### src/hdl/tsfq_pkg.sv
// ----------------------------------------------------------------------------
// tsfq_pkg
// Shared constants, codes and types of the timestamp sorted frame queue.
// ----------------------------------------------------------------------------
package tsfq_pkg;

  // Queue geometry
  localparam int DEPTH       = 16;
  localparam int HANDLE_BITS = 8;
  localparam int STAMP_W     = 64;
  localparam int FUNC_W      = 2;
  localparam int STATUS_W    = 2;
  localparam int OCC_W       = 5;
  localparam int IDX_W       = $clog2(DEPTH);
  localparam int CNT_W       = $clog2(DEPTH + 1);
  localparam int ENTRY_W     = STAMP_W + HANDLE_BITS;

  // Operation codes
  typedef logic [FUNC_W-1:0] func_t;
  localparam func_t FUNC_INSERT = 2'd0;
  localparam func_t FUNC_POP    = 2'd1;
  localparam func_t FUNC_CLEAR  = 2'd2;

  // Status codes
  typedef logic [STATUS_W-1:0] status_t;
  localparam status_t STAT_OK    = 2'd0;
  localparam status_t STAT_FULL  = 2'd1;
  localparam status_t STAT_EMPTY = 2'd2;

  // One stored entry
  typedef struct packed {
    logic [STAMP_W-1:0]     stamp;
    logic [HANDLE_BITS-1:0] handle;
  } entry_t;

  // Control sequencer states
  typedef enum logic [3:0] {
    ST_IDLE  = 4'b0001,
    ST_SCAN  = 4'b0010,
    ST_PLACE = 4'b0100,
    ST_POP   = 4'b1000
  } state_t;

endpackage

### src/hdl/timestamp_sorted_frame_queue.sv
// ----------------------------------------------------------------------------
// timestamp_sorted_frame_queue
// Stable priority queue of frame handles ordered by 64-bit timestamp.
// ----------------------------------------------------------------------------
// Usage:
//   An item (in_func, in_frame_handle, in_stamp_in) is taken at a rising edge
//   with start high and busy low. Insert places the entry after all entries
//   with a lower or equal stamp, pop returns the oldest entry, clear empties
//   the queue. Every item gives one result, shown for one cycle with
//   out_strobe high; the receiver cannot stall it.
//   Entries live in one RAM (stamp and handle side by side) arranged as a
//   ring: a head pointer marks the oldest entry, so pop only moves the head.
//   Insert walks back from the tail, one read/compare/write of the RAM per
//   cycle, moving each later entry up by one slot until the new one fits.
//   Insert into an empty queue, full insert, clear, empty pop and func 3 are
//   answered straight from the accept; pop reads the head entry from the RAM
//   in ST_POP; insert into a non-empty queue walks ST_SCAN past every entry
//   with a larger stamp and ends in ST_SCAN or ST_PLACE. For those two, busy
//   is high from the cycle after accept until the result is registered.
//   Reset (synchronous) empties the queue; RAM contents need no clearing.
// ----------------------------------------------------------------------------
module timestamp_sorted_frame_queue (
  input  logic                       clk,
  input  logic                       rst_n,
  input  logic                       start,
  output logic                       busy,
  input  logic [tsfq_pkg::FUNC_W-1:0]   in_func,
  input  logic [7:0]                    in_frame_handle,
  input  logic [tsfq_pkg::STAMP_W-1:0]  in_stamp_in,
  output logic                       out_strobe,
  output logic                       out_pop_valid,
  output logic [7:0]                    out_pop_handle,
  output logic [tsfq_pkg::STAMP_W-1:0]  out_pop_stamp,
  output logic [tsfq_pkg::OCC_W-1:0]    out_occupancy,
  output logic [tsfq_pkg::STATUS_W-1:0] out_status
);

  import tsfq_pkg::*;

  // ring address of a logical slot
  function automatic logic [IDX_W-1:0] phys(input logic [IDX_W-1:0] head,
                                            input logic [IDX_W-1:0] lpos);
    logic [IDX_W:0] sum;
    sum = {1'b0, head} + {1'b0, lpos};
    if (sum >= (IDX_W+1)'(DEPTH)) begin
      sum = sum - (IDX_W+1)'(DEPTH);
    end
    return sum[IDX_W-1:0];
  endfunction

  // control state
  state_t           state_r, state_nxt;
  logic [CNT_W-1:0] count_r, count_nxt;
  logic [IDX_W-1:0] head_r, head_nxt;
  logic [IDX_W-1:0] pos_r, pos_nxt;
  entry_t           new_r, new_nxt;

  // result registers
  logic                   out_strobe_r;
  logic                   out_pop_valid_r;
  logic [7:0]             out_pop_handle_r;
  logic [STAMP_W-1:0]     out_pop_stamp_r;
  logic [OCC_W-1:0]       out_occupancy_r;
  status_t                out_status_r;

  // RAM port signals
  logic             wr_en;
  logic [IDX_W-1:0] wr_addr;
  entry_t           wr_data;
  logic [IDX_W-1:0] rd_addr;
  entry_t           rd_data;

  // result control
  logic    accept;
  logic    emit;
  logic    emit_pop;
  status_t emit_status;

  assign accept = start && (state_r == ST_IDLE);
  assign busy   = (state_r != ST_IDLE);

  tsfq_ram #(
    .WIDTH (ENTRY_W),
    .DEPTH (DEPTH)
  ) u_ram (
    .clk     (clk),
    .wr_en   (wr_en),
    .wr_addr (wr_addr),
    .wr_data (wr_data),
    .rd_addr (rd_addr),
    .rd_data (rd_data)
  );

  // sequencer: dispatches each item; an insert walk reads, compares and writes back one slot per cycle
  always_comb begin
    state_nxt   = state_r;
    count_nxt   = count_r;
    head_nxt    = head_r;
    pos_nxt     = pos_r;
    new_nxt     = new_r;
    wr_en       = 1'b0;
    wr_addr     = phys(head_r, pos_r);
    wr_data     = new_r;
    rd_addr     = head_r;
    emit        = 1'b0;
    emit_pop    = 1'b0;
    emit_status = STAT_OK;

    unique case (state_r)
      ST_IDLE: begin
        if (accept) begin
          priority if (in_func == FUNC_INSERT) begin
            priority if (count_r == CNT_W'(DEPTH)) begin
              emit        = 1'b1;
              emit_status = STAT_FULL;
            end else if (count_r == '0) begin
              // empty queue: store at the head directly
              wr_en     = 1'b1;
              wr_addr   = head_r;
              wr_data   = '{stamp: in_stamp_in, handle: in_frame_handle[HANDLE_BITS-1:0]};
              count_nxt = count_r + CNT_W'(1);
              emit      = 1'b1;
            end else begin
              // start walking back from the tail
              new_nxt   = '{stamp: in_stamp_in, handle: in_frame_handle[HANDLE_BITS-1:0]};
              pos_nxt   = count_r[IDX_W-1:0];
              rd_addr   = phys(head_r, IDX_W'(count_r - CNT_W'(1)));
              state_nxt = ST_SCAN;
            end
          end else if (in_func == FUNC_POP) begin
            if (count_r == '0) begin
              emit        = 1'b1;
              emit_status = STAT_EMPTY;
            end else begin
              rd_addr   = head_r;
              state_nxt = ST_POP;
            end
          end else if (in_func == FUNC_CLEAR) begin
            count_nxt = '0;
            emit      = 1'b1;
          end else begin
            emit = 1'b1;
          end
        end
      end
      ST_SCAN: begin
        // rd_data holds logical slot pos_r - 1
        if (rd_data.stamp > new_r.stamp) begin
          wr_en   = 1'b1;
          wr_data = rd_data;
          pos_nxt = pos_r - IDX_W'(1);
          if (pos_r == IDX_W'(1)) begin
            state_nxt = ST_PLACE;
          end else begin
            rd_addr = phys(head_r, pos_r - IDX_W'(2));
          end
        end else begin
          wr_en     = 1'b1;
          count_nxt = count_r + CNT_W'(1);
          emit      = 1'b1;
          state_nxt = ST_IDLE;
        end
      end
      ST_PLACE: begin
        // new entry becomes the oldest
        wr_en     = 1'b1;
        count_nxt = count_r + CNT_W'(1);
        emit      = 1'b1;
        state_nxt = ST_IDLE;
      end
      ST_POP: begin
        emit_pop  = 1'b1;
        head_nxt  = phys(head_r, IDX_W'(1));
        count_nxt = count_r - CNT_W'(1);
        emit      = 1'b1;
        state_nxt = ST_IDLE;
      end
      default: begin
        state_nxt = ST_IDLE;
      end
    endcase
  end

  // control registers
  always_ff @(posedge clk) begin
    if (!rst_n) begin
      state_r      <= ST_IDLE;
      count_r      <= '0;
      head_r       <= '0;
      out_strobe_r <= 1'b0;
    end else begin
      state_r      <= state_nxt;
      count_r      <= count_nxt;
      head_r       <= head_nxt;
      out_strobe_r <= emit;
    end
  end

  // payload registers
  always_ff @(posedge clk) begin
    pos_r <= pos_nxt;
    new_r <= new_nxt;
    if (emit) begin
      out_pop_valid_r  <= emit_pop;
      out_pop_handle_r <= emit_pop ? 8'(rd_data.handle) : 8'd0;
      out_pop_stamp_r  <= emit_pop ? rd_data.stamp : '0;
      out_occupancy_r  <= OCC_W'(count_nxt);
      out_status_r     <= emit_status;
    end
  end

  assign out_strobe     = out_strobe_r;
  assign out_pop_valid  = out_pop_valid_r;
  assign out_pop_handle = out_pop_handle_r;
  assign out_pop_stamp  = out_pop_stamp_r;
  assign out_occupancy  = out_occupancy_r;
  assign out_status     = out_status_r;

  // checks
  a_count_bound: assert property (@(posedge clk) disable iff (!rst_n)
    count_r <= CNT_W'(DEPTH))
    else $error("entry count above queue depth");

  a_scan_pos: assert property (@(posedge clk) disable iff (!rst_n)
    (state_r == ST_SCAN) |-> (pos_r != '0))
    else $error("insert walk reached slot zero while scanning");

  a_pop_result: assert property (@(posedge clk) disable iff (!rst_n)
    (state_r == ST_POP) |=> (out_strobe_r && out_pop_valid_r))
    else $error("pop did not deliver an entry");

  a_full_occ: assert property (@(posedge clk) disable iff (!rst_n)
    (out_strobe_r && (out_status_r == STAT_FULL)) |-> (out_occupancy_r == OCC_W'(DEPTH)))
    else $error("full status with queue not full");

endmodule

### src/hdl/tsfq_ram.sv
// ----------------------------------------------------------------------------
// tsfq_ram
// Generic simple dual port RAM: one write port, one read port, read data
// registered (old data on a same address collision).
// ----------------------------------------------------------------------------
module tsfq_ram #(
  parameter int WIDTH = 8,
  parameter int DEPTH = 16,
  localparam int ADDR_W = (DEPTH > 1) ? $clog2(DEPTH) : 1
) (
  input  logic              clk,
  input  logic              wr_en,
  input  logic [ADDR_W-1:0] wr_addr,
  input  logic [WIDTH-1:0]  wr_data,
  input  logic [ADDR_W-1:0] rd_addr,
  output logic [WIDTH-1:0]  rd_data
);

  logic [WIDTH-1:0] mem [DEPTH];
  logic [WIDTH-1:0] rd_data_r;

  // write port
  always_ff @(posedge clk) begin
    if (wr_en) begin
      mem[wr_addr] <= wr_data;
    end
  end

  // registered read port
  always_ff @(posedge clk) begin
    rd_data_r <= mem[rd_addr];
  end

  assign rd_data = rd_data_r;

endmodule
### config.mk
export PLATFORM = sky130hd
export DESIGN_NAME = timestamp_sorted_frame_queue
export DESIGN_NICKNAME = d
export VERILOG_FILES = /design/src/hdl/tsfq_pkg.sv /design/src/hdl/timestamp_sorted_frame_queue.sv /design/src/hdl/tsfq_ram.sv
export SDC_FILE = /design/constraint.sdc
export NUM_CORES = 2
export LEC_CHECK = 0
export BUFFER_PORTS_ARGS = -buffer_cell sky130_fd_sc_hd__buf_2
export CORE_ASPECT_RATIO = 0.6
export CORE_MARGIN = 2
export CORE_UTILIZATION = 38
export CTS_CLUSTER_SIZE = 12
export DETAILED_ROUTE_END_ITERATION = 16
export GPL_ROUTABILITY_DRIVEN = 0
export SLEW_MARGIN = 0
export SYNTH_ARGS = -nofsm -noshare
export SYNTH_HDL_FRONTEND = slang
export SYNTH_HIERARCHICAL = 1
export SYNTH_SLANG_ARGS = --single-unit
export TNS_END_PERCENT = 10
### constraint.sdc
create_clock -name clk -period 11.3 [get_ports clk]
set_input_delay 1.13 -clock clk [delete_from_list [all_inputs] [get_ports clk]]
set_output_delay 1.13 -clock clk [all_outputs]
set_load 0.02 [all_outputs]
==> impl_metrics.py <==
metrics = {
    "sta": {
        "worst_slew_pin_slew_ns": 1.17,
        "fmax_mhz": 148,
        "fin_setup_tns_ns": 0,
        "setup_violations": 0,
        "finalCritPeriodShare_pct": 59.6,
        "rsz0062_at_grt": "false",
        "final_max_slew_viol_count": 0,
        "fin_skew_ns": 0.0253,
        "slew_headroom_pct": 21.9,
        "fin_crit_ns": 6.73,
        "timing_hold_violations_final": 0,
    },
    "global_routing": {
        "grt_pass1_wl_um": 198000,
        "grtUsageMet2_pct": 28.9,
        "track_usage_pct": 18.8,
        "grt_pass1_vias": 27193,
        "met3_usage_pct": 3.94,
        "grt_max_degree": 151,
        "grt.busiest_layer": "met2",
        "grt_overflow": 0,
        "grt_use_met1_pct": 26.7,
        "antenna_found_initial": 10,
    },
    "yosys": {
        "synthCells": 2718,
        "yosysWarnings": 6,
        "syn_area_um2": 54100,
        "yosysSeqAreaShare_pct": 75.8,
        "synth_top_cell_by_area": "edfxtp_1",
        "synth_cell_types": 64,
        "syn-num-nets": 2877,
        "ys.flop_type": "edfxtp_1",
        "ys_seq_elements": 1394,
        "synth.top_cells.by_area": "edfxtp_1 (73%), mux4_2 (12%), dfxtp_1 (3.2%)",
        "async_flop_share_pct": 0,
        "synth_edf_count": 1308,
        "synth_top_area_share_pct": 72.6,
        "syn_avg_cell_area_um2": 19.9,
    },
    "drt": {
        "postRouteAntennaNets": 0,
        "first_pass_iters": 6,
        "vias": 27849,
        "routedWlPerCell_um": 27.6,
        "avgViaCountPerCell": 5.56,
        "drt-total-wl_um": 138000,
        "drc_errors": 0,
        "drtIter0Drc": 3601,
    },
    "critical_path": {
        "crit_fanout": 150,
        "worst_setup_path_start_kind": "register",
        "cp.required_ns": 11.93,
        "end_kind": "register",
        "crit_arrival_ns": 7.36,
        "crit_type": "register to register",
    },
    "pwr": {
        "p_per_area_nw_per_um2": 197,
        "total_leakage_power_nw": 20.1,
        "ir_drop_v": 0.000176,
    },
    "cts": {
        "cts_setup_buffers": 0,
        "htree_num_levels": 4,
        "clock_latency_ns": 0.77,
        "hold_buffers": 0,
        "cts.sinks": 1394,
        "numCtsBuffers": 139,
        "clkSlewWorstSetupHoldPaths_ns": 0.06,
        "cts_resized": 0,
        "cts_tree": "done",
        "root_buffer": "clkbuf_16",
        "clockBufferDepth": 3,
    },
    "placement": {
        "io_buffers": 158,
        "dp_hpwl_um": 73500,
    },
    "floorplan": {
        "die_width_um": 491,
        "die_h_um": 296,
        "dieArea_um2": 145000,
        "start_util_pct": 38.2,
        "fp-row-count": 107,
        "core_area_um2": 142000,
        "ios": 159,
    },
    "final_layout": {
        "multi_input_area_um2": 12100,
        "fin_nets": 3154,
        "final_cell_mix": "edfxtp_1 (1308), mux4_2 (288), a22oi_1 (217)",
        "regArea_um2": 41000,
        "drive_above_1_share_pct": 24.9,
        "layout_commonest_cell": "edfxtp_1",
        "fill_cells": 12192,
        "final_util_pct": 43.6,
        "syn_to_final_growth_pct": 14.3,
    },
    "worst_hold_path": {
        "hold_path.class": "input port to register",
    },
    "job": {
        "drv_cap": 0,
    },
    "outcome": {
        "status": "completed",
    },
}
[per-stage QoR]
stage                     total power, mW  cells  instance area (um^2)  hold slack [ns]  worst slack, ns
after floorplan                      7.31   2718                 54100            0.530             2.68
after global placement               7.93   4761                 57600            0.560             4.69
final                                12.2   5013                 61800            0.557             4.57
after global routing                 12.6   5013                 61800            0.527             4.09
after detailed placement             7.95   4761                 57600            0.563             4.65
after CTS                            12.3   5011                 61800            0.495             4.64
[synthesized netlist by cell type (all sizes together) (7+ instances only)]
master  instances
edfxtp       1308
mux4          288
a22oi         217
nand2         122
o21ai          93
inv            88
dfxtp          86
ha             79
and3           77
buf            72
clkbuf         68
a21oi          46
nor2           43
nand3          14
nand4          14
nor3           12
xor2            9
xnor2           7
[per-layer routing]
metal / share of wire, % / vias up / wire [um]
met5: 0.022 / - / 31
li1: - / 11735 / -
met4: 2.7 / 4 / 3780
met2: 46 / 1235 / 63900
met1: 43 / 14671 / 59300
met3: 8.1 / 204 / 11200
[sequential cells by signal (all words and copies together) (netlist names)]
| signal | cells |
|---|---|
| count_r | 5 |
| head_r | 4 |
| new_r | 72 |
| out_occupancy | 5 |
| out_pop_handle | 8 |
| out_pop_stamp | 64 |
| out_pop_valid | 1 |
| out_status | 2 |
| out_strobe | 1 |
| pos_r | 4 |
| state_r | 4 |
| u_ram/mem | 1152 |
| u_ram/rd_data | 72 |
[cell families after synthesis]
kind of cell             after synthesis  share of synthesized area [%]
AO/OA/AOI/OAI                        395                           4.98
XOR/XNOR                              16                          0.259
adder cells (fa/ha/maj)               82                           1.94
buffers and inverters                228                           2.05
flip-flops                          1394                           75.8
multiplexers                         288                           12.0
AND/OR/NAND/NOR                      315                           2.95
[worst paths after layout]
| path | startpoint | to | slack, ns | depth (start not counted) |
|---|---|---|---|---|
| worst max-delay path | new_r[65] | u_ram/rd_data[11] | 4.57 | 15 |
| worst min-delay path | in_stamp_in[43] | new_r[51] | 0.56 | 1 |
| worst max register to register | new_r[65] | u_ram/rd_data[11] | 4.57 | 15 |
| worst min register to register | u_ram/rd_data[6] | out_pop_handle[6] | 0.58 | 1 |
[critical path, stage by stage, from the launching register on]
cell and delay, ns:
edfxtp_1 0.32, inv_1 0.06, ha_1 0.30, nand4_1 0.21
nor4_1 0.84, nand3_1 0.34, nor2_1 0.28, a21oi_4 0.11
a211oi_4 0.83, and3_1 0.29, a221o_4 0.43, buf_12 0.67
buf_4 0.79, mux4_2 0.42, a22oi_1 0.25, nand2_1 0.11
[report_power, final]
part | internal (mW) | switching (mW)
combinational | 0.531 | 1.09
sequential | 6.09 | 0.130
clock | 2.39 | 1.95
[layout make-up]
class | count | share of cell area, %
Clock buffer | 225 | 6.23
Clock inverter | 25 | 0.583
Antenna cell | 2 | 0.00810
Timing Repair Buffer | 276 | 2.77
Sequential cell | 1394 | 66.3
Inverter | 88 | 0.535
Multi-Input combinational cell | 1096 | 19.7
Tap cell | 1907 | 3.86
Note: power is estimated with default switching activity, not from simulation.
